==> config.mk <==
export PLATFORM = sky130hd
export DESIGN_NAME = mctp_pcie_vdm_tx_framer_flat
export DESIGN_NICKNAME = d
export VERILOG_FILES = /design/src/rtl/mvtf_pkg.sv /design/src/rtl/mvtf_if.sv /design/src/rtl/mctp_pcie_vdm_tx_framer.sv /design/src/rtl/mvtf_ctrl.sv /design/src/rtl/mvtf_dpath.sv /design/src/flat_wrapper.sv
export VERILOG_INCLUDE_DIRS = /design/src /design/src/rtl
export SDC_FILE = /design/constraint.sdc
export NUM_CORES = 1
export LEC_CHECK = 0
export BUFFER_PORTS_ARGS = -buffer_cell sky130_fd_sc_hd__buf_4
export CAP_MARGIN = 20
export CORE_UTILIZATION = 50
export DETAILED_ROUTE_END_ITERATION = 8
export PLACE_DENSITY = 0.78
export SYNTH_ARGS = -nofsm -noshare
export SYNTH_HDL_FRONTEND = slang
export SYNTH_SLANG_ARGS = --single-unit
==> constraint.sdc <==
create_clock -name clk_i -period 6.2 [get_ports clk_i]
set_input_delay 0.31 -clock clk_i [delete_from_list [all_inputs] [get_ports clk_i]]
set_output_delay 0.31 -clock clk_i [all_outputs]
set_load 0.02 [all_outputs]
==> src/rtl/assert_macros.svh <==
// Assertion macros used by the framer RTL.
// Used by files that carry concurrent checks; empty when SYNTHESIS is set.
`ifndef ASSERT_MACROS_SVH
`define ASSERT_MACROS_SVH
`ifndef SYNTHESIS
// property must hold at every rising clock edge outside reset
`define MVTF_ASSERT(lbl, clk, rstn, prop) \
  lbl: assert property (@(posedge clk) disable iff (!rstn) (prop)) \
    else $error("assertion failed");
// condition must never be true outside reset
`define MVTF_NEVER(lbl, clk, rstn, cond) \
  lbl: assert property (@(posedge clk) disable iff (!rstn) !(cond)) \
    else $error("forbidden condition seen");
`else
`define MVTF_ASSERT(lbl, clk, rstn, prop)
`define MVTF_NEVER(lbl, clk, rstn, cond)
`endif
`endif

==> src/rtl/mvtf_pkg.sv <==
// Package for the MCTP-over-PCIe-VDM transmit framer.
// Constants, controller states and the control/status structs; no dependencies.
`default_nettype none
package mvtf_pkg;

  // chunk size and derived widths
  localparam int MTU_BYTES = 64;
  localparam int FILL_W    = $clog2(MTU_BYTES + 1);
  localparam int DW_DEPTH  = (MTU_BYTES + 3) / 4;
  localparam int PIDX_W    = (DW_DEPTH > 1) ? $clog2(DW_DEPTH) : 1;

  // header constants
  localparam logic [7:0]  VDM_ROUTE_ID = 8'h72;
  localparam logic [7:0]  VDM_LEN_HI   = 8'h10;
  localparam logic [15:0] REQUESTER_ID = 16'h0015;
  localparam logic [7:0]  MCTP_CODE    = 8'h7f;
  localparam logic [15:0] VENDOR_ID    = 16'hB41A;
  localparam logic [7:0]  MCTP_VERSION = 8'h01;
  localparam logic [3:0]  MCTP_TO_LOW  = 4'h8;

  // register map
  localparam logic REG_TARGET_ID = 1'b0;

  typedef enum logic [1:0] {
    S_IDLE,
    S_HDR,
    S_RD,
    S_PAY
  } ctl_state_e;

  // controller -> datapath
  typedef struct packed {
    logic accept;
    logic load_hdr;
    logic rd;
    logic load_pay;
  } cmd_t;

  // datapath -> controller
  typedef struct packed {
    logic flush;
    logic hdr_last;
    logic pay_last;
    logic out_free;
  } sts_t;

endpackage
`default_nettype wire

==> src/rtl/mvtf_if.sv <==
// Stream interfaces of the framer: message bytes in, packet words out.
// Stand-alone; no package needed.
`default_nettype none
interface mvtf_byte_if;
  logic       valid;
  logic       ready;
  logic [7:0] data_byte;
  logic       last_byte;
  modport source (output valid, output data_byte, output last_byte, input ready);
  modport sink (input valid, input data_byte, input last_byte, output ready);
endinterface

interface mvtf_word_if;
  logic        valid;
  logic        ready;
  logic [31:0] packet_word;
  logic        packet_end;
  modport source (output valid, output packet_word, output packet_end, input ready);
  modport sink (input valid, input packet_word, input packet_end, output ready);
endinterface
`default_nettype wire

==> src/rtl/mctp_pcie_vdm_tx_framer.sv <==
// MCTP-over-PCIe-VDM transmit framer, top level: APB register, controller, datapath.
// Bytes are taken one per cycle while a chunk fills. On the last byte of a message or
// a full chunk, the packet of 4 header words plus N = ceil(len/4) payload words leaves
// (each payload word is read from memory, then loaded to the output register; a load
// waits while the output is held); no byte is taken meanwhile. Output is registered.
// Reset (rst_ni, async low) clears counters, sequence and target id; no memory sweep.
`default_nettype none
module mctp_pcie_vdm_tx_framer
  import mvtf_pkg::*;
(
  input  wire         clk_i,
  input  wire         rst_ni,
  mvtf_byte_if.sink   in_i,
  mvtf_word_if.source out_o,
  input  wire         psel,
  input  wire         penable,
  input  wire         pwrite,
  input  wire  [2:0]  paddr,
  input  wire  [31:0] pwdata,
  output logic [31:0] prdata,
  output logic        pready
);

  cmd_t        cmd;
  sts_t        sts;
  logic        cfg_we;
  logic [15:0] target_id;

  // APB register decode
  assign pready = 1'b1;
  assign cfg_we = psel & penable & pwrite & (paddr[2] == REG_TARGET_ID);
  always_comb begin
    prdata = '0;
    if (paddr[2] == REG_TARGET_ID) prdata = {16'h0000, target_id};
  end

  mvtf_ctrl u_ctrl (
    .clk_i      (clk_i),
    .rst_ni     (rst_ni),
    .in_valid_i (in_i.valid),
    .in_ready_o (in_i.ready),
    .sts_i      (sts),
    .cmd_o      (cmd)
  );

  mvtf_dpath u_dpath (
    .clk_i         (clk_i),
    .rst_ni        (rst_ni),
    .cmd_i         (cmd),
    .sts_o         (sts),
    .data_byte_i   (in_i.data_byte),
    .last_byte_i   (in_i.last_byte),
    .cfg_we_i      (cfg_we),
    .cfg_wdata_i   (pwdata[15:0]),
    .target_id_o   (target_id),
    .out_ready_i   (out_o.ready),
    .out_valid_o   (out_o.valid),
    .packet_word_o (out_o.packet_word),
    .packet_end_o  (out_o.packet_end)
  );

endmodule
`default_nettype wire

==> src/rtl/mvtf_ctrl.sv <==
// Framer controller: collects bytes, then sequences header and payload words.
// Depends on mvtf_pkg for states and the command/status structs.
`default_nettype none
module mvtf_ctrl
  import mvtf_pkg::*;
(
  input  wire  clk_i,
  input  wire  rst_ni,
  input  wire  in_valid_i,
  output logic in_ready_o,
  input  sts_t sts_i,
  output cmd_t cmd_o
);

  ctl_state_e state_q, state_d;

  // state register
  always_ff @(posedge clk_i or negedge rst_ni) begin
    if (!rst_ni) begin
      state_q <= S_IDLE;
    end else begin
      state_q <= state_d;
    end
  end

  // next state and commands
  always_comb begin
    state_d    = state_q;
    cmd_o      = '0;
    in_ready_o = 1'b0;
    unique case (state_q)
      S_IDLE: begin
        in_ready_o = 1'b1;
        if (in_valid_i) begin
          cmd_o.accept = 1'b1;
          if (sts_i.flush) state_d = S_HDR;
        end
      end
      S_HDR: begin
        if (sts_i.out_free) begin
          cmd_o.load_hdr = 1'b1;
          if (sts_i.hdr_last) state_d = S_RD;
        end
      end
      S_RD: begin
        cmd_o.rd = 1'b1;
        state_d  = S_PAY;
      end
      S_PAY: begin
        if (sts_i.out_free) begin
          cmd_o.load_pay = 1'b1;
          state_d        = sts_i.pay_last ? S_IDLE : S_RD;
        end
      end
      default: state_d = S_IDLE;
    endcase
  end

endmodule
`default_nettype wire

==> src/rtl/mvtf_dpath.sv <==
// Framer datapath: chunk memory, counters, header build and output register.
// Depends on mvtf_pkg; assertions through assert_macros.svh.
`default_nettype none
`include "assert_macros.svh"
module mvtf_dpath
  import mvtf_pkg::*;
(
  input  wire         clk_i,
  input  wire         rst_ni,
  input  cmd_t        cmd_i,
  output sts_t        sts_o,
  input  wire  [7:0]  data_byte_i,
  input  wire         last_byte_i,
  input  wire         cfg_we_i,
  input  wire  [15:0] cfg_wdata_i,
  output logic [15:0] target_id_o,
  input  wire         out_ready_i,
  output logic        out_valid_o,
  output logic [31:0] packet_word_o,
  output logic        packet_end_o
);

  logic [31:0]       chunk_q [DW_DEPTH];
  logic [31:0]       rdata_q;
  logic [FILL_W-1:0] fill_q, fill_d;
  logic [1:0]        seq_q, seq_d;
  logic              first_q, first_d;
  logic              last_q;
  logic [1:0]        hidx_q;
  logic [PIDX_W-1:0] pidx_q;
  logic [15:0]       target_id_q;
  logic              out_valid_q;
  logic [31:0]       out_word_q;
  logic              out_end_q;

  logic [PIDX_W-1:0] waddr;
  logic [9:0]        dwords;
  logic [1:0]        pad;
  logic [FILL_W-1:0] nd_m1;
  logic [31:0]       hdr_word;
  logic [31:0]       pay_mask;
  logic              finish;

  assign waddr  = PIDX_W'(fill_q >> 2);
  assign dwords = 10'(({1'b0, fill_q} + (FILL_W + 1)'(3)) >> 2);
  assign pad    = 2'(3'd4 - {1'b0, fill_q[1:0]});
  assign nd_m1  = (fill_q - FILL_W'(1)) >> 2;
  assign finish = cmd_i.load_pay & sts_o.pay_last;

  // status to the controller
  assign sts_o.flush    = last_byte_i | (fill_q == FILL_W'(MTU_BYTES - 1));
  assign sts_o.hdr_last = (hidx_q == 2'd3);
  assign sts_o.pay_last = (FILL_W'(pidx_q) == nd_m1);
  assign sts_o.out_free = ~out_valid_q | out_ready_i;

  // chunk memory: byte lane write, registered word read
  always_ff @(posedge clk_i) begin
    if (cmd_i.accept) chunk_q[waddr][{fill_q[1:0], 3'b000} +: 8] <= data_byte_i;
    if (cmd_i.rd) rdata_q <= chunk_q[pidx_q];
  end

  // header words, first byte in the low lane
  always_comb begin
    case (hidx_q)
      2'd0: hdr_word = {dwords[7:0], VDM_LEN_HI | {6'd0, dwords[9:8]}, 8'h00, VDM_ROUTE_ID};
      2'd1: hdr_word = {MCTP_CODE, {2'b00, pad, 4'h0}, REQUESTER_ID[15:8],
                        REQUESTER_ID[7:0]};
      2'd2: hdr_word = {VENDOR_ID[15:8], VENDOR_ID[7:0], target_id_q[15:8], target_id_q[7:0]};
      default: hdr_word = {first_q, last_q, seq_q, MCTP_TO_LOW, 16'h0000, MCTP_VERSION};
    endcase
  end

  // zero the pad lanes of the final payload word
  always_comb begin
    pay_mask = 32'hffff_ffff;
    if (sts_o.pay_last) begin
      case (fill_q[1:0])
        2'd1:    pay_mask = 32'h0000_00ff;
        2'd2:    pay_mask = 32'h0000_ffff;
        2'd3:    pay_mask = 32'h00ff_ffff;
        default: pay_mask = 32'hffff_ffff;
      endcase
    end
  end

  // message state updates
  always_comb begin
    fill_d  = fill_q;
    seq_d   = seq_q;
    first_d = first_q;
    if (cmd_i.accept) fill_d = fill_q + FILL_W'(1);
    if (finish) begin
      fill_d  = '0;
      seq_d   = last_q ? 2'd0 : seq_q + 2'd1;
      first_d = last_q;
    end
  end

  always_ff @(posedge clk_i or negedge rst_ni) begin
    if (!rst_ni) begin
      fill_q      <= '0;
      seq_q       <= '0;
      first_q     <= 1'b1;
      last_q      <= 1'b0;
      hidx_q      <= '0;
      pidx_q      <= '0;
      target_id_q <= '0;
      out_valid_q <= 1'b0;
    end else begin
      fill_q  <= fill_d;
      seq_q   <= seq_d;
      first_q <= first_d;
      if (cfg_we_i) target_id_q <= cfg_wdata_i;
      if (cmd_i.accept) begin
        last_q <= last_byte_i;
        hidx_q <= '0;
        pidx_q <= '0;
      end
      if (cmd_i.load_hdr) hidx_q <= hidx_q + 2'd1;
      if (cmd_i.load_pay) pidx_q <= pidx_q + PIDX_W'(1);
      if (cmd_i.load_hdr | cmd_i.load_pay) out_valid_q <= 1'b1;
      else if (out_ready_i) out_valid_q <= 1'b0;
    end
  end

  // output word register: header or payload words
  always_ff @(posedge clk_i) begin
    if (cmd_i.load_hdr) begin
      out_word_q <= hdr_word;
      out_end_q  <= 1'b0;
    end else if (cmd_i.load_pay) begin
      out_word_q <= rdata_q & pay_mask;
      out_end_q  <= sts_o.pay_last;
    end
  end

  assign out_valid_o   = out_valid_q;
  assign packet_word_o = out_word_q;
  assign packet_end_o  = out_end_q;
  assign target_id_o   = target_id_q;

  `MVTF_ASSERT(a_fill_clear, clk_i, rst_ni, finish |=> fill_q == '0)
  `MVTF_ASSERT(a_fill_step, clk_i, rst_ni,
               cmd_i.accept && !sts_o.flush |=> fill_q == $past(fill_q) + FILL_W'(1))
  `MVTF_ASSERT(a_eom_resets, clk_i, rst_ni, finish && last_q |=> seq_q == 2'd0 && first_q)
  `MVTF_NEVER(a_fill_range, clk_i, rst_ni, fill_q > FILL_W'(MTU_BYTES))

endmodule
`default_nettype wire
==> src/flat_wrapper.sv <==
// flat-port wrapper written by rule: the top's interface ports become plain ports
module mctp_pcie_vdm_tx_framer_flat import mvtf_pkg::*;
  (clk_i, rst_ni, psel, penable, pwrite, paddr, pwdata, prdata, pready, in_i_valid, in_i_data_byte, in_i_last_byte, in_i_ready, out_o_valid, out_o_packet_word, out_o_packet_end, out_o_ready);
  mvtf_byte_if in_i_i ();
  mvtf_word_if out_o_i ();
  input  wire clk_i;
  input  wire rst_ni;
  input  wire psel;
  input  wire penable;
  input  wire pwrite;
  input  wire  [2:0] paddr;
  input  wire  [31:0] pwdata;
  output logic [31:0] prdata;
  output logic pready;
  input wire logic [$bits(in_i_i.valid)-1:0] in_i_valid;
  input wire logic [$bits(in_i_i.data_byte)-1:0] in_i_data_byte;
  input wire logic [$bits(in_i_i.last_byte)-1:0] in_i_last_byte;
  output wire logic [$bits(in_i_i.ready)-1:0] in_i_ready;
  output wire logic [$bits(out_o_i.valid)-1:0] out_o_valid;
  output wire logic [$bits(out_o_i.packet_word)-1:0] out_o_packet_word;
  output wire logic [$bits(out_o_i.packet_end)-1:0] out_o_packet_end;
  input wire logic [$bits(out_o_i.ready)-1:0] out_o_ready;
  assign in_i_i.valid = in_i_valid;
  assign in_i_i.data_byte = in_i_data_byte;
  assign in_i_i.last_byte = in_i_last_byte;
  assign in_i_ready = in_i_i.ready;
  assign out_o_valid = out_o_i.valid;
  assign out_o_packet_word = out_o_i.packet_word;
  assign out_o_packet_end = out_o_i.packet_end;
  assign out_o_i.ready = out_o_ready;
  mctp_pcie_vdm_tx_framer u_core (.clk_i(clk_i), .rst_ni(rst_ni), .in_i(in_i_i), .out_o(out_o_i), .psel(psel), .penable(penable), .pwrite(pwrite), .paddr(paddr), .pwdata(pwdata), .prdata(prdata), .pready(pready));
endmodule
# Word level (Yosys, flattened, before mapping)
# Memory sizes are Yosys's and may differ from the RTL's. A register that Yosys moved wholly into a read port is not among the register bits.
# Cells that the tools add are included.
[totals]
register_bits = 69
ram_bits = 512
word_cells = 87
n_memories = 1
[memory_table]
columns = ["name", "depth", "width", "read_ports", "rd_clocked_by_memory_dff", "wr", "line_no", "rtl"]
rows = [
  ["u_core.u_dpath.chunk_q", 16, 32, 1, 1, 1, "mvtf_dpath.sv:23", "logic [31:0] chunk_q [DW_DEPTH];"],
]
[op_classes]
n_addsub = 8
n_eq_ne = 16
shift = 2
muxes = 31
bitwise = 10
reduce_logical = 8
[ops]
columns = ["cell", "count"]
rows = [
  ["32-bit one-hot mux with 3 select lines", 2],
  ["32-bit 2-to-1 mux", 4],
  ["32-bit AND", 1],
  ["8-bit by 7-bit variable shift with 32-bit output, first input constant", 1],
  ["8-bit by 7-bit indexed part select with 32-bit output", 1],
  ["2-bit 2-to-1 mux", 9],
  ["16-bit 2-to-1 mux", 1],
  ["7-bit 2-to-1 mux", 2],
  ["2-bit == test, second input constant", 6],
  ["1-bit 2-to-1 mux", 10],
  ["2-bit nonzero test", 5],
  ["7-bit by 2-bit adder with 8-bit output, second input constant", 1],
  ["4-bit 2-to-1 mux", 2],
  ["2-bit by 1-bit != test with 1-bit output, second input constant", 4],
  ["2-bit one-hot mux with 4 select lines", 1],
  ["7-bit by 1-bit adder with 7-bit output, second input constant", 1],
  ["7-bit by 6-bit == test with 1-bit output, second input constant", 1],
  ["5-bit negation with 7-bit output", 1],
  ["7-bit by 1-bit subtractor with 7-bit output, second input constant", 1],
  ["2-bit by 1-bit == test with 1-bit output, second input constant", 3],
  ["4-bit by 5-bit == test with 1-bit output", 1],
  ["5-bit AND reduction", 1],
  ["2-bit by 1-bit adder with 2-bit output, second input constant", 2],
  ["4-bit by 1-bit adder with 4-bit output, second input constant", 1],
  ["6 further kinds", 13],
]

# Longest topological paths before layout
[logic_depth]
depth_word = 6
ltp_mapped = 10

# Hierarchy
# Synthesis repeated with hierarchy kept, for this count alone.
[unflattened]
cells_unflattened = 1452
area_unflattened_um2 = 24771.3
[by_module_without_submodules]
columns = ["mod", "n_inst", "cells_per_inst", "area_each_um2", "seq_area_each_um2"]
rows = [
  ["mvtf_dpath", 1, 1402, 24382.1, 18168.7],
  ["mctp_pcie_vdm_tx_framer", 1, 37, 271.5, 0.0],
  ["mvtf_ctrl", 1, 13, 117.6, 50.0],
]

# Worst setup path after synthesis
# No wires, ideal clock.
[synth_timing]
path_kind = "register to register"
startpoint = "reg u_core.u_dpath.fill_q[0]"
endpoint = "reg u_core.u_dpath.out_word_q[21] (netlist: u_core.u_dpath.packet_word_o[21]), data pin"
setup_ps = 257
arrival_ps = 2473
required_time_ps = 5943
slack_ps = 3470
stages_incl_launch_ff = 11
period_less_slack_ps = 2730
path_cell_list = "dfrtp_1 > clkbuf_1 > inv_1 > ha_1 > clkbuf_1 > inv_1 > nand2_1 > a311oi_1 > o2111ai_2 > and2_1 > a32o_1"
[synth_between]
elab_chain_cells = 6
elab_cells_between_ends = 12
cone_classes = "add/sub: 2; eq/ne: 4; mux: 5; bitwise: 1"
[synth_lines]
columns = ["element", "line_no", "rtl"]
rows = [
  ["from (decl)", "mvtf_dpath.sv:25", "logic [FILL_W-1:0] fill_q, fill_d;"],
  ["from (signal assigned)", "mvtf_dpath.sv:110", "fill_q <= fill_d;"],
  ["7-bit by 1-bit subtractor with 7-bit output, or another cell as far along", "mvtf_dpath.sv:47", "assign nd_m1 = (fill_q - FILL_W'(1)) >> 2;"],
  ["4-bit by 5-bit == test with 1-bit output / 32-bit one-hot mux with 3 select lines (equally long branches)", "mvtf_dpath.sv:53, mvtf_dpath.sv:77", ""],
  ["32-bit 2-to-1 mux", "mvtf_dpath.sv:76", "if (sts_o.pay_last) begin"],
  ["32-bit AND", "mvtf_dpath.sv:132", "out_word_q <= rdata_q & pay_mask;"],
  ["32-bit 2-to-1 mux", "mvtf_dpath.sv:131", "end else if (cmd_i.load_pay) begin"],
  ["32-bit 2-to-1 mux (*)", "mvtf_dpath.sv:128", "if (cmd_i.load_hdr) begin"],
  ["to (signal assigned)", "mvtf_dpath.sv:129", "out_word_q <= hdr_word;"],
  ["to (signal assigned)", "mvtf_dpath.sv:132", ""],
  ["to (decl)", "mvtf_dpath.sv:33", "logic [31:0] out_word_q;"],
]
# Every way passes the cells marked *; elsewhere a longest branch is shown, timed or not. The select of a mux whose other input is x is not followed.
# A chain may end at the register's enable or synchronous reset.

# Final worst setup path
# Ends and elaborated chain as after synthesis.

==> impl_metrics.tcl <==
set metrics [dict create \
    layout_commonest_cell "edfxtp_1" \
    rrSetupSlack_ps 2880 \
    hold_depth 3 \
    cp_data_required_time_ps 6530 \
    synth_edf_count 576 \
    numCtsBuffers 55 \
    irDropWorstVdd_mv 0.299 \
    slew_viol_final 0 \
    r2r-end "u_core.u_dpath.packet_word_o[21]" \
    routed_wl_um 48600 \
    timing.max_cap.violations 0 \
    numClockSinks 613 \
    synthesis.area_sq_um 24400 \
    rr_startpoint "u_core.u_dpath.fill_q[0]" \
    io_pins 119 \
    ys_seq_elements 613 \
    dp.cells 1868 \
    pwr-share-comb_pct 26.0 \
    core_area_sq_um 47900 \
    crit_family "compound AO/OA/AOI/OAI gates" \
    power_per_cell_area_nw_per_um2 426 \
    power.share.sequential_pct 47.2 \
    dr.pass1.iters 6 \
    finalInstanceArea_sq_um 27400 \
    synthTopCellsByArea "edfxtp_1, mux4_2, dfrtp_1" \
    final_nets 1393 \
    gp_congestion 0.793 \
    setup_viol 0 \
    finClkSkew_ps 10.6 \
    num_vias 11900 \
    syn_inst 1232 \
    yosys.area.top_type "edfxtp_1" \
    critPathBufInv 2 \
    yosysWarnings 0 \
    final_cell_mix "edfxtp_1, mux4_2, nor2_1" \
    ant_nets 0 \
    tritoncts "built" \
    status "finished clean" \
    timing.hold.worst_endpoint "u_core.u_dpath.out_valid_o" \
    layout-drive-gt1-share_pct 25.6 \
    grt-ovfl-total 0 \
    power_mw 11.7 \
    root_buffer "clkbuf_16" \
    grt_use_total_pct 20.0 \
    p_sw_share_pct 28.8 \
    worstPathArrival_ps 3640 \
    fin_crit_sh_pct 53.5 \
    dp_hpwl_um 31000 \
    cp_cell_sequence "inv_1, ha_1, inv_1, nand2_1, a311oi_1, o2111ai_2, and2_1, a32o_1" \
    r2r_cells 8 \
    insertion_delay_ps 590 \
    p_leak_nw 8.89 \
    cp_slowest_cell "dfrtp_1" \
    pwr-share-clk_pct 26.9 \
    crit_top_cell "inv_1" \
    hp-class "in2reg" \
    timing.fmax_ghz 0.302 \
    cp_max_fo 11 \
    synthDistinctLibCells 56 \
    max_slew_margin_pct 31.5 \
    crit_type "reg2reg" \
    worst_slew_pin_slew_ps 1030 \
    fin_crit_ps 3320 \
    antenna_found_initial 0 \
    vias_per_cell 5.97 \
    grt_pass1_vias 12200 \
    ys_seq_area_share_pct 74.7 \
    synth_flop_cell "edfxtp_1" \
    fin_cells 1989 \
    clock_path_buffers 3 \
    routedWlPerCell_um 24.4 \
    fin_util_pct 57.1 \
    port_buffers 83 \
    tns_ps 0 \
    grt_pass1_wl_um 74300 \
    area_growth_pct 12.3 \
    synth_top_area_share_pct 70.9 \
    min-delay-start "out_o_ready" \
    die-area_sq_um 49700 \
    start_util_pct 50.9 \
    p_sw_mw 3.36 \
    end_kind "flip-flop" \
    dieWidth_um 223 \
    syn_avg_cell_area_sq_um 19.8 \
    clkSlewWorstSetupHoldPaths_ps 60 \
    max_stage_delay_ps 610 \
    place_area_sq_um 25500 \
    fp.dieH_um 223 \
    p_int_mw 8.30 \
    route.detailed.drc 0 \
    hold_violations 0 \
    postSynth.asyncResetShare_pct 5.87 \
    postCtsSetupBuffers 0 \
    htreeDepth 2 \
    startpoint_type "flip-flop" \
    grt_max_degree 69 \
    antenna_cells 0 \
    drt_first_iter_violations 1331 \
    rsz0062_at_grt "false" \
    placementRows 80 \
]
==> registers in the layout, indices dropped and copies added, names as in the netlist <==
name,flops
u_core.u_dpath.chunk_q,512
u_core.u_dpath.packet_word_o,32
u_core.u_dpath.rdata_q,32
u_core.u_dpath.target_id_o,16
u_core.u_dpath.fill_q,7
u_core.u_dpath.pidx_q,4
u_core.u_ctrl.state_q,2
u_core.u_dpath.hidx_q,2
u_core.u_dpath.seq_q,2
u_core.u_dpath.first_q,1
u_core.u_dpath.last_q,1
u_core.u_dpath.out_valid_o,1
u_core.u_dpath.packet_end_o,1
==> routing by layer <==
layer | global-route usage, % | wire, um | vias to the layer above | part of all wire, %
met3 | 3.36 | 3600 | 93 | 7.4
li1 | - | - | 5085 | -
met5 | 0 | 0 | - | 0
met1 | 25.8 | 18200 | 6118 | 38
met2 | 35.2 | 25600 | 580 | 53
met4 | 5.41 | 1130 | 0 | 2.3
==> cells in the mapped netlist, types with 8 or more instances <==
master and count:
ha_1 11, nor2b_1 23, edfxtp_1 576, buf_4 17
mux4_2 160, clkbuf_1 48, o21ai_0 12, nor2_1 103
nand2_1 45, buf_1 12, dfrtp_1 35, nor3_1 18
inv_1 8, and2_1 37, xnor2_1 10, nand3_1 11
mux2_2 16, a21oi_1 18
==> through the flow <==
step	hold slack (ps)	setup WS, ps
floorplan	14.4	3470
global placement	294	2950
detailed placement	303	2900
CTS	35.7	2890
global route	50.8	2660
finish	57.7	2880
==> tightest hold or removal path, cell delays in order <==
cell and delay (ps):
buf_4 70, nand2b_1 140, nand2b_1 70
==> area by class of cell <==
| cell class | count | area [sq um] |
|---|---|---|
| clock buffers | 79 | 1540 |
| repair buffers | 111 | 913 |
| fillers | 3319 | 20500 |
| well taps | 615 | 769 |
| inverters | 8 | 30.0 |
| multi-input cells | 542 | 5830 |
| flip-flops and latches | 613 | 18200 |
| clock inverters | 21 | 93.8 |
==> power by group through the flow <==
stage	clock (mW)	sequential, mW	combinational (mW)
finish	3.14	5.50	3.03
global route	3.32	5.54	3.25
detailed placement	0	5.59	3.00
floorplan	0	5.50	2.17
global placement	0	5.58	2.90
CTS	3.18	5.50	3.03
==> cell families after synthesis <==
logic type	share of synthesized area (%)
flip-flops	74.7
AND/OR/NAND/NOR	5.25
XOR/XNOR	0.538
other	0.0308
AO/OA/AOI/OAI	1.53
adder cells (fa/ha/maj)	0.564
buffers and inverters	1.74
multiplexers	15.7
==> what timing repair did <==
item                      CTS  global route
hold endpoints to repair   53             0
hold buffers               19             0
resized for setup           0             0
==> worst max-delay path by stage <==
stage                                         from  depth (start not counted)                          endpoint
final                     u_core.u_dpath.fill_q[0]                          8  u_core.u_dpath.packet_word_o[21]
after global routing      u_core.u_dpath.pidx_q[0]                          6  u_core.u_dpath.packet_word_o[21]
after CTS                 u_core.u_dpath.pidx_q[0]                          6  u_core.u_dpath.packet_word_o[21]
after detailed placement  u_core.u_dpath.pidx_q[0]                          6  u_core.u_dpath.packet_word_o[21]
after global placement    u_core.u_dpath.pidx_q[0]                          6  u_core.u_dpath.packet_word_o[21]
after floorplan           u_core.u_dpath.fill_q[0]                         10  u_core.u_dpath.packet_word_o[21]
No activity file was read; power rests on OpenSTA's default activity.
